<file path="config.mk">
export PLATFORM = sky130hd
export DESIGN_NAME = mpd_ctrl
export DESIGN_NICKNAME = d
export VERILOG_FILES = /design/src/design/mpd_pkg.sv /design/src/design/mpd_ctrl.sv
export SDC_FILE = /design/constraint.sdc
export NUM_CORES = 1
export LEC_CHECK = 0
export CORE_MARGIN = 3
export CORE_UTILIZATION = 58
export DETAILED_ROUTE_END_ITERATION = 12
export DONT_BUFFER_PORTS = 1
export PLACE_DENSITY_LB_ADDON = 0.12
export SLEW_MARGIN = 20
export SYNTH_ARGS = -nofsm -noshare
export SYNTH_HDL_FRONTEND = slang
export SYNTH_SLANG_ARGS = --single-unit
</file>
<file path="constraint.sdc">
create_clock -name clock -period 4.8 [get_ports clock]
set_input_delay 0.48 -clock clock [delete_from_list [all_inputs] [get_ports clock]]
set_output_delay 0.48 -clock clock [all_outputs]
set_load 0.01 [all_outputs]
</file>
<file path="src/design/mpd_pkg.sv">
// Shared types and constants for the multipart body deframer.
`default_nettype none

package mpd_pkg;

   localparam int BYTE_W     = 8;
   localparam int KIND_W     = 2;
   localparam int IDX_W      = 10;
   localparam int MAXP_W     = 11;
   localparam int RSP_DATA_W = 24;

   localparam logic [BYTE_W-1:0] CHAR_CR         = 8'h0d;
   localparam logic [BYTE_W-1:0] CHAR_LF         = 8'h0a;
   localparam logic [MAXP_W-1:0] MAX_PARTS_RESET = 11'd1024;
   localparam logic [IDX_W-1:0]  IDX_SAT         = 10'd1023;

   typedef enum logic [KIND_W-1:0] {
      KIND_HEAD,
      KIND_BODY,
      KIND_PEND,
      KIND_MEND
   } kind_type;

   typedef enum logic [1:0] {
      SRC_ZERO,
      SRC_BYTE,
      SRC_CR,
      SRC_DELIM
   } src_type;

   typedef enum logic [1:0] {
      PTR_FOLLOW,
      PTR_ONE,
      PTR_NEXT,
      PTR_HOLD
   } ptr_op_type;

   typedef struct packed {
      logic       accept;
      logic       emit;
      src_type    src;
      kind_type   kind;
      logic       last;
      logic       delim_write;
      logic       hdr_init;
      logic       hdr_step;
      logic       body_hit;
      logic       match_load;
      ptr_op_type ptr_op;
      logic       part_inc;
      logic       clear;
   } cmd_type;

   typedef struct packed {
      logic emit_ok;
      logic byte_cr;
      logic byte_lf;
      logic store_full;
      logic limit_hit;
      logic hdr_emit_cr;
      logic hdr_emit_byte;
      logic hdr_to_body;
      logic body_match;
      logic body_done;
      logic match_zero;
      logic match_one;
      logic replay_last;
   } stat_type;

endpackage

`default_nettype wire

</file>
<file path="src/design/mpd_ctrl.sv">
// Controller: message phase and per-item result sequencing.
`default_nettype none

module mpd_ctrl (
   input  logic              clock,
   input  logic              reset,
   input  logic              req_tvalid,
   input  logic              req_tuser,
   output logic              req_tready,
   input  mpd_pkg::stat_type stat,
   output mpd_pkg::cmd_type  cmd
);
   import mpd_pkg::*;

   typedef enum logic [3:0] {
      ST_DELIM,
      ST_DELIM_LF,
      ST_HEADER,
      ST_BODY,
      ST_TRAIL_CR,
      ST_TRAIL_LF,
      ST_DONE,
      ST_HDR2,
      ST_REPLAY,
      ST_BODYB,
      ST_MEND
   } state_type;

   state_type state_ff, state_in;
   logic      in_phase;
   logic      fire;
   logic      start_part;
   logic      msg_end;

   assign in_phase = (state_ff == ST_DELIM) || (state_ff == ST_DELIM_LF) ||
                     (state_ff == ST_HEADER) || (state_ff == ST_BODY) ||
                     (state_ff == ST_TRAIL_CR) || (state_ff == ST_TRAIL_LF) ||
                     (state_ff == ST_DONE);
   assign req_tready = in_phase && stat.emit_ok;
   assign fire       = req_tvalid && req_tready;

   always_comb begin
      cmd        = '0;
      cmd.src    = SRC_ZERO;
      cmd.kind   = KIND_HEAD;
      cmd.ptr_op = PTR_FOLLOW;
      state_in   = state_ff;
      start_part = 1'b0;
      msg_end    = 1'b0;

      case (state_ff)
         ST_HDR2: begin
            if (stat.emit_ok) begin
               cmd.emit = 1'b1;
               cmd.src  = SRC_BYTE;
               cmd.kind = KIND_HEAD;
               cmd.last = 1'b1;
               state_in = ST_HEADER;
            end
         end
         ST_BODYB: begin
            if (stat.emit_ok) begin
               cmd.emit = 1'b1;
               cmd.src  = SRC_BYTE;
               cmd.kind = KIND_BODY;
               cmd.last = 1'b1;
               state_in = ST_BODY;
            end
         end
         ST_REPLAY: begin
            if (stat.emit_ok) begin
               cmd.emit = 1'b1;
               cmd.src  = SRC_DELIM;
               cmd.kind = KIND_BODY;
               cmd.last = stat.replay_last && stat.byte_cr;
               if (stat.replay_last) begin
                  cmd.match_load = 1'b1;
                  state_in       = stat.byte_cr ? ST_BODY : ST_BODYB;
               end else begin
                  cmd.ptr_op = PTR_NEXT;
               end
            end else begin
               cmd.ptr_op = PTR_HOLD;
            end
         end
         ST_MEND: begin
            if (stat.emit_ok) begin
               cmd.emit  = 1'b1;
               cmd.kind  = KIND_MEND;
               cmd.last  = 1'b1;
               cmd.clear = 1'b1;
               state_in  = ST_DELIM;
            end
         end
         ST_DELIM, ST_DELIM_LF, ST_HEADER, ST_BODY, ST_TRAIL_CR, ST_TRAIL_LF,
         ST_DONE: begin
            if (fire) begin
               cmd.accept = 1'b1;
               if (req_tuser) begin
                  case (state_ff)
                     ST_DONE: begin
                        cmd.clear = 1'b1;
                        state_in  = ST_DELIM;
                     end
                     ST_TRAIL_CR, ST_TRAIL_LF: begin
                        cmd.emit  = 1'b1;
                        cmd.kind  = KIND_MEND;
                        cmd.last  = 1'b1;
                        cmd.clear = 1'b1;
                        state_in  = ST_DELIM;
                     end
                     ST_DELIM, ST_DELIM_LF: begin
                        cmd.emit = 1'b1;
                        if (stat.limit_hit) begin
                           cmd.kind  = KIND_MEND;
                           cmd.last  = 1'b1;
                           cmd.clear = 1'b1;
                           state_in  = ST_DELIM;
                        end else begin
                           cmd.kind     = KIND_PEND;
                           cmd.part_inc = 1'b1;
                           state_in     = ST_MEND;
                        end
                     end
                     default: begin
                        cmd.emit     = 1'b1;
                        cmd.kind     = KIND_PEND;
                        cmd.part_inc = 1'b1;
                        state_in     = ST_MEND;
                     end
                  endcase
               end else begin
                  case (state_ff)
                     ST_DELIM: begin
                        if (stat.byte_cr) begin
                           state_in = ST_DELIM_LF;
                        end else if (stat.store_full) begin
                           start_part = 1'b1;
                        end else begin
                           cmd.delim_write = 1'b1;
                        end
                     end
                     ST_DELIM_LF: begin
                        start_part = 1'b1;
                     end
                     ST_HEADER: begin
                        cmd.hdr_step = 1'b1;
                        cmd.kind     = KIND_HEAD;
                        if (stat.hdr_emit_cr) begin
                           cmd.emit = 1'b1;
                           cmd.src  = SRC_CR;
                           cmd.last = !stat.hdr_emit_byte;
                           if (stat.hdr_emit_byte) begin
                              state_in = ST_HDR2;
                           end
                        end else if (stat.hdr_emit_byte) begin
                           cmd.emit = 1'b1;
                           cmd.src  = SRC_BYTE;
                           cmd.last = 1'b1;
                        end
                        if (stat.hdr_to_body) begin
                           state_in = ST_BODY;
                        end
                     end
                     ST_BODY: begin
                        cmd.kind = KIND_BODY;
                        if (stat.body_match) begin
                           cmd.body_hit = 1'b1;
                           if (stat.body_done) begin
                              cmd.emit     = 1'b1;
                              cmd.kind     = KIND_PEND;
                              cmd.last     = 1'b1;
                              cmd.part_inc = 1'b1;
                              state_in     = ST_TRAIL_CR;
                           end
                        end else if (stat.match_zero) begin
                           cmd.emit = 1'b1;
                           cmd.src  = SRC_BYTE;
                           cmd.last = 1'b1;
                        end else begin
                           cmd.emit = 1'b1;
                           cmd.src  = SRC_CR;
                           if (stat.match_one) begin
                              cmd.match_load = 1'b1;
                              cmd.last       = stat.byte_cr;
                              if (!stat.byte_cr) begin
                                 state_in = ST_BODYB;
                              end
                           end else begin
                              cmd.ptr_op = PTR_ONE;
                              state_in   = ST_REPLAY;
                           end
                        end
                     end
                     ST_TRAIL_CR: begin
                        if (stat.byte_cr) begin
                           state_in = ST_TRAIL_LF;
                        end else begin
                           msg_end = 1'b1;
                        end
                     end
                     ST_TRAIL_LF: begin
                        if (stat.byte_lf) begin
                           start_part = 1'b1;
                        end else begin
                           msg_end = 1'b1;
                        end
                     end
                     default: begin
                        state_in = state_ff;
                     end
                  endcase
               end
            end
         end
         default: begin
            state_in = ST_DELIM;
         end
      endcase

      if (start_part && !stat.limit_hit) begin
         cmd.hdr_init = 1'b1;
         state_in     = ST_HEADER;
      end
      if ((start_part && stat.limit_hit) || msg_end) begin
         cmd.emit = 1'b1;
         cmd.src  = SRC_ZERO;
         cmd.kind = KIND_MEND;
         cmd.last = 1'b1;
         state_in = ST_DONE;
      end
   end

   always_ff @(posedge clock) begin
      if (reset) begin
         state_ff <= ST_DELIM;
      end else begin
         state_ff <= state_in;
      end
   end

   a_replay_needs_match: assert property (@(posedge clock) disable iff (reset)
      (state_ff == ST_REPLAY) |-> (!stat.match_zero && !stat.match_one))
      else $error("replay entered with fewer than two matched bytes");

endmodule

`default_nettype wire

</file>
# Word-level counts from Yosys, hierarchy flattened
# Index checks and enable logic that the tools add are counted.
totals:
  out_inout_bits: 17
  ff_bits: 4
  inputBits: 17
  elab_cells: 161
classes:
  n_mux: 99
  reduce_logical: 22
  n_eq_ne: 38
op_table:
  columns: ["operator", "count"]
  rows:
  - ["two-way mux 4 bit", 19]
  - ["two-way mux 1 bit", 41]
  - ["inequality test 4 bit (second input constant)", 8]
  - ["inequality test 7 bit (second input constant)", 4]
  - ["AND reduction 14 bit", 2]
  - ["two-way mux 3 bit", 9]
  - ["two-way mux 6 bit", 4]
  - ["inequality test 6 bit (second input constant)", 4]
  - ["inequality test 5 bit (second input constant)", 4]
  - ["one-hot mux 4 bit (5 select lines)", 1]
  - ["equality test 4 x 3 -> 1 bit (second input constant)", 4]
  - ["inequality test 8 bit (second input constant)", 2]
  - ["one-hot mux 4 bit (4 select lines)", 1]
  - ["one-hot mux 3 bit (5 select lines)", 1]
  - ["two-way mux 2 bit", 7]
  - ["equality test 4 bit (second input constant)", 3]
  - ["inequality test 2 bit (second input constant)", 6]
  - ["one-hot mux 6 bit (2 select lines)", 1]
  - ["two-way mux 5 bit", 2]
  - ["one-hot mux 1 bit (2 select lines)", 5]
  - ["equality test 4 x 2 -> 1 bit (second input constant)", 2]
  - ["two-way mux 8 bit", 1]
  - ["one-hot mux 2 bit (4 select lines)", 1]
  - ["one-hot mux 4 bit (2 select lines)", 1]
  - ["other kinds (13)", 26]

# Longest topological paths before layout
depth:
  depth_word: 15
  mapped_depth: 8
  ltp_nobuf: 6

# Least setup slack after synthesis
# Ideal clock, no wire load.
synth_timing:
  kind: "input -> output"
  start: "input port req_tuser"
  end: "output port cmd[5] (netlist name)"
  path_slack_ns: 2.737
  arrival_time_ns: 1.583
  path_stages: 4
  path_buffers: 2
  cell_sequence: "clkbuf_1 > clkbuf_1 > or3_1 > nor3_1"
synth_lines:
  columns: ["item", "line", "source"]
  rows:
  - ["start, declared", "mpd_ctrl.sv:8", "input logic req_tuser,"]
  - ["end, declared", "mpd_ctrl.sv:11", "output mpd_pkg::cmd_type cmd"]

==> flow_summary.yaml <==
synth:
  synthTopCellsByArea: "dfxtp_1 (7.3%), a21oi_1 (5.9%), nor2_1 (5.5%)"
  syn_nets: 187
  synth-adder-area-share: 0.0228
  synth_top_family_by_area: "compound AO/OA/AOI/OAI gates"
  synth_top_area_frac: 0.0729
  synth-edff-count: 0
  yosys.area_share.simple: 0.337
  async_flop_share: 0
  synthXorXnorAreaFrac: 0
  yosys.area.top_type: "dfxtp_1"
  synth.distinct_cells: 58
  avgSynthCellArea_um2: 6.54
  synth-seq-cells: 4
  yosysMostFrequentCell: "nor2_1"
  synthMuxAreaShare: 0.00911
  yosysSeqAreaShare: 0.0729
  synth_compound_area_frac: 0.470
  ys_top_cells_by_count: "nor2_1 (16), nand2_1 (14), a21oi_1 (13), o21ai_0 (9), clkbuf_1 (8)"
  synth_area_mm2: 0.00110
  synth_ff_type: "dfxtp_1"
  yosysWarnings: 0
  synth_cells: 168
worst_setup_path:
  reg2reg_slack_ps: 2230
  crit_path_top_delay_cell: "dfxtp_1"
  worst_setup_path_start_kind: "flop"
  worstReg2RegStart: "state_ff[1]"
  r2r_cells: 6
  worstPathRequired_ps: 4320
  end_kind: "output port"
  arrival_ps: 2530
  cp_max_fo: 29
  r2r_end: "state_ff[2]"
  cp.buffers_inverters: 1
  crit_family: "compound AO/OA/AOI/OAI gates"
  crit_path_cell_trace: "a31oi_1 -> nand3_2 -> clkinv_1 -> o21ai_1 -> a221oi_1 -> a311o_1"
  slowest_delay_ps: 920
  path_class: "reg -> out"
layout:
  regMostFlops: "state_ff"
  antennaDiodeCount: 0
  drive_gt1_frac: 0.0769
  largest_reg_flops: 4
  largestRegisters: "state_ff x4"
  syn_to_final_growth_pct: -0.797
  nets: 177
sta:
  rsz0062_at_grt: "no"
  maxSlewViolCount: 0
  setup_viol: 0
  period_needed_ps: 3010
  hold_viol: 0
  timing.final.crit_share: 0.627
  timing.slew.headroom: 0.381
  skew_ps: 3.69
  finalSetupTns_ps: 0
  worstMarginPinSlew_ps: 927
  max_freq_ghz: 0.333
worst_hold_path:
  hold_path_depth: 1
  hold_path.class: "in -> reg"
  holdPathEnd: "state_ff[1]"
  min_from: "reset"
clock_tree:
  clockBufferDepth: 2
  cts_resized: 0
  cts_buffers: 3
  htree_levels: 1
  clkTransAtPathRegs_ps: 40
  clock_latency_ps: 230
  clock-root-buffer: "clkbuf_4"
  cts_setup_buffers: 0
  cts_hold_buf: 0
  cts_sinks: 4
  cts_tree: "done"
detailed_routing:
  drt_iter0_markers: 73
  vias: 1311
  routed_wl_mm: 3.27
  wl_per_cell_um: 18.0
  vias_per_cell: 7.24
  drc_errors: 0
  antenna_left: 0
  firstDrtPassIters: 4
global_route:
  grt_antenna_before_repair: 0
  grt_max_degree: 30
  overflow: 0
  grt_usage: 0.274
  grt_pass1_wl_mm: 5.51
  first_global_vias: 1184
pwr:
  ir_worst_vdd_mv: 0.150
  power_w: 0.000164
  p_per_area_mw_per_mm2: 151
  p_leak_nw: 0.351
floorplanning:
  die_w_um: 49.5
  core.rowCount: 15
  die_h_um: 49.5
  core-area_mm2: 0.00176
  die-area_mm2: 0.00245
  pin_count: 34
  initial_core_util: 0.623
placement:
  portBuffers: 0
  gp_congestion: 0.988
  hpwl_mm: 2.39
flow_run:
  cap_violations: 0
outcome:
  outcome: "completed"
[per-stage QoR]
| step | utilization | instance area, µm² | worst slack, ps | instances | hold slack, ps |
|---|---|---|---|---|---|
| 2_1_floorplan | - | 1100 | 2740 | 168 | 552 |
| 4_1_cts | 0.618 | 1090 | 1880 | 181 | 304 |
| 6_report | 0.618 | 1090 | 1790 | 181 | 312 |
| 5_1_grt | 0.618 | 1090 | 1610 | 181 | 305 |
| 3_5_place_dp | 0.605 | 1070 | 2140 | 178 | 555 |
| 3_3_place_gp | 0.605 | 1070 | 2250 | 178 | 554 |
[metal layers]
layer | track usage | vias to the layer above | part of all wire
li1 | - | 622 | -
met1 | 0.394 | 627 | 0.45
met2 | 0.419 | 60 | 0.46
met3 | 0.0695 | 2 | 0.079
met4 | 0.0369 | 0 | 0.0064
met5 | 0 | - | 0
[cell families (layout without fill, tap and decap cells)]
kind of cell	Yosys count	in the layout
AO/OA/AOI/OAI	71	71
adder cells (fa/ha/maj)	2	2
buffers and inverters	24	12
flip-flops	4	4
multiplexers	1	1
AND/OR/NAND/NOR	66	66
[layout by cell type, fill, tap and decap left out, types with 2 or more instances in the layout]
cell type  count
nor2_1        16
nand2_1       14
a21oi_1       13
o21ai_0        9
nor3_1         7
o22ai_1        7
inv_1          6
nand2b_1       5
a211oi_1       4
dfxtp_1        4
or3_1          3
a31oi_1        3
a22oi_1        3
a221o_1        3
o21ai_1        3
o31ai_1        3
a311oi_1       3
clkbuf_4       3
nand3_1        2
nand4_1        2
inv_2          2
nor4_1         2
nor2b_1        2
o21bai_1       2
and3b_1        2
o211ai_1       2
ha_1           2
[report_power, final]
group | switching [W] | internal [W] | leakage [nW]
logic | 0.0000409 | 0.0000314 | 0.305
registers | 0.0000147 | 0.0000355 | 0.0325
clock network | 0.0000136 | 0.0000280 | 0.0138
[worst reg2reg max path: stages, from the launching register on]
cell and delay, ps:
dfxtp_1 920, a31oi_1 340, nand3_2 220, clkinv_1 210
a211o_1 360, a31o_1 190, a311oi_1 230
[worst max path at each step]
stage	depth (start not counted)	end	slack, ps	from
detailed placement	6	cmd[11]	2140	state_ff[1]
global placement	6	cmd[11]	2250	state_ff[1]
floorplan	4	cmd[5]	2740	req_tuser
CTS	6	cmd[11]	1880	state_ff[1]
global route	6	cmd[11]	1610	state_ff[1]
finish	6	cmd[11]	1790	state_ff[1]
[cell type report]
type,instances,area [µm²]
clock buffer,3,22.5
fill,192,674
inverter,9,33.8
multi-input combinational,140,922
sequential,4,80.1
tap,25,31.3
Power figures use the tool's default switching activity.
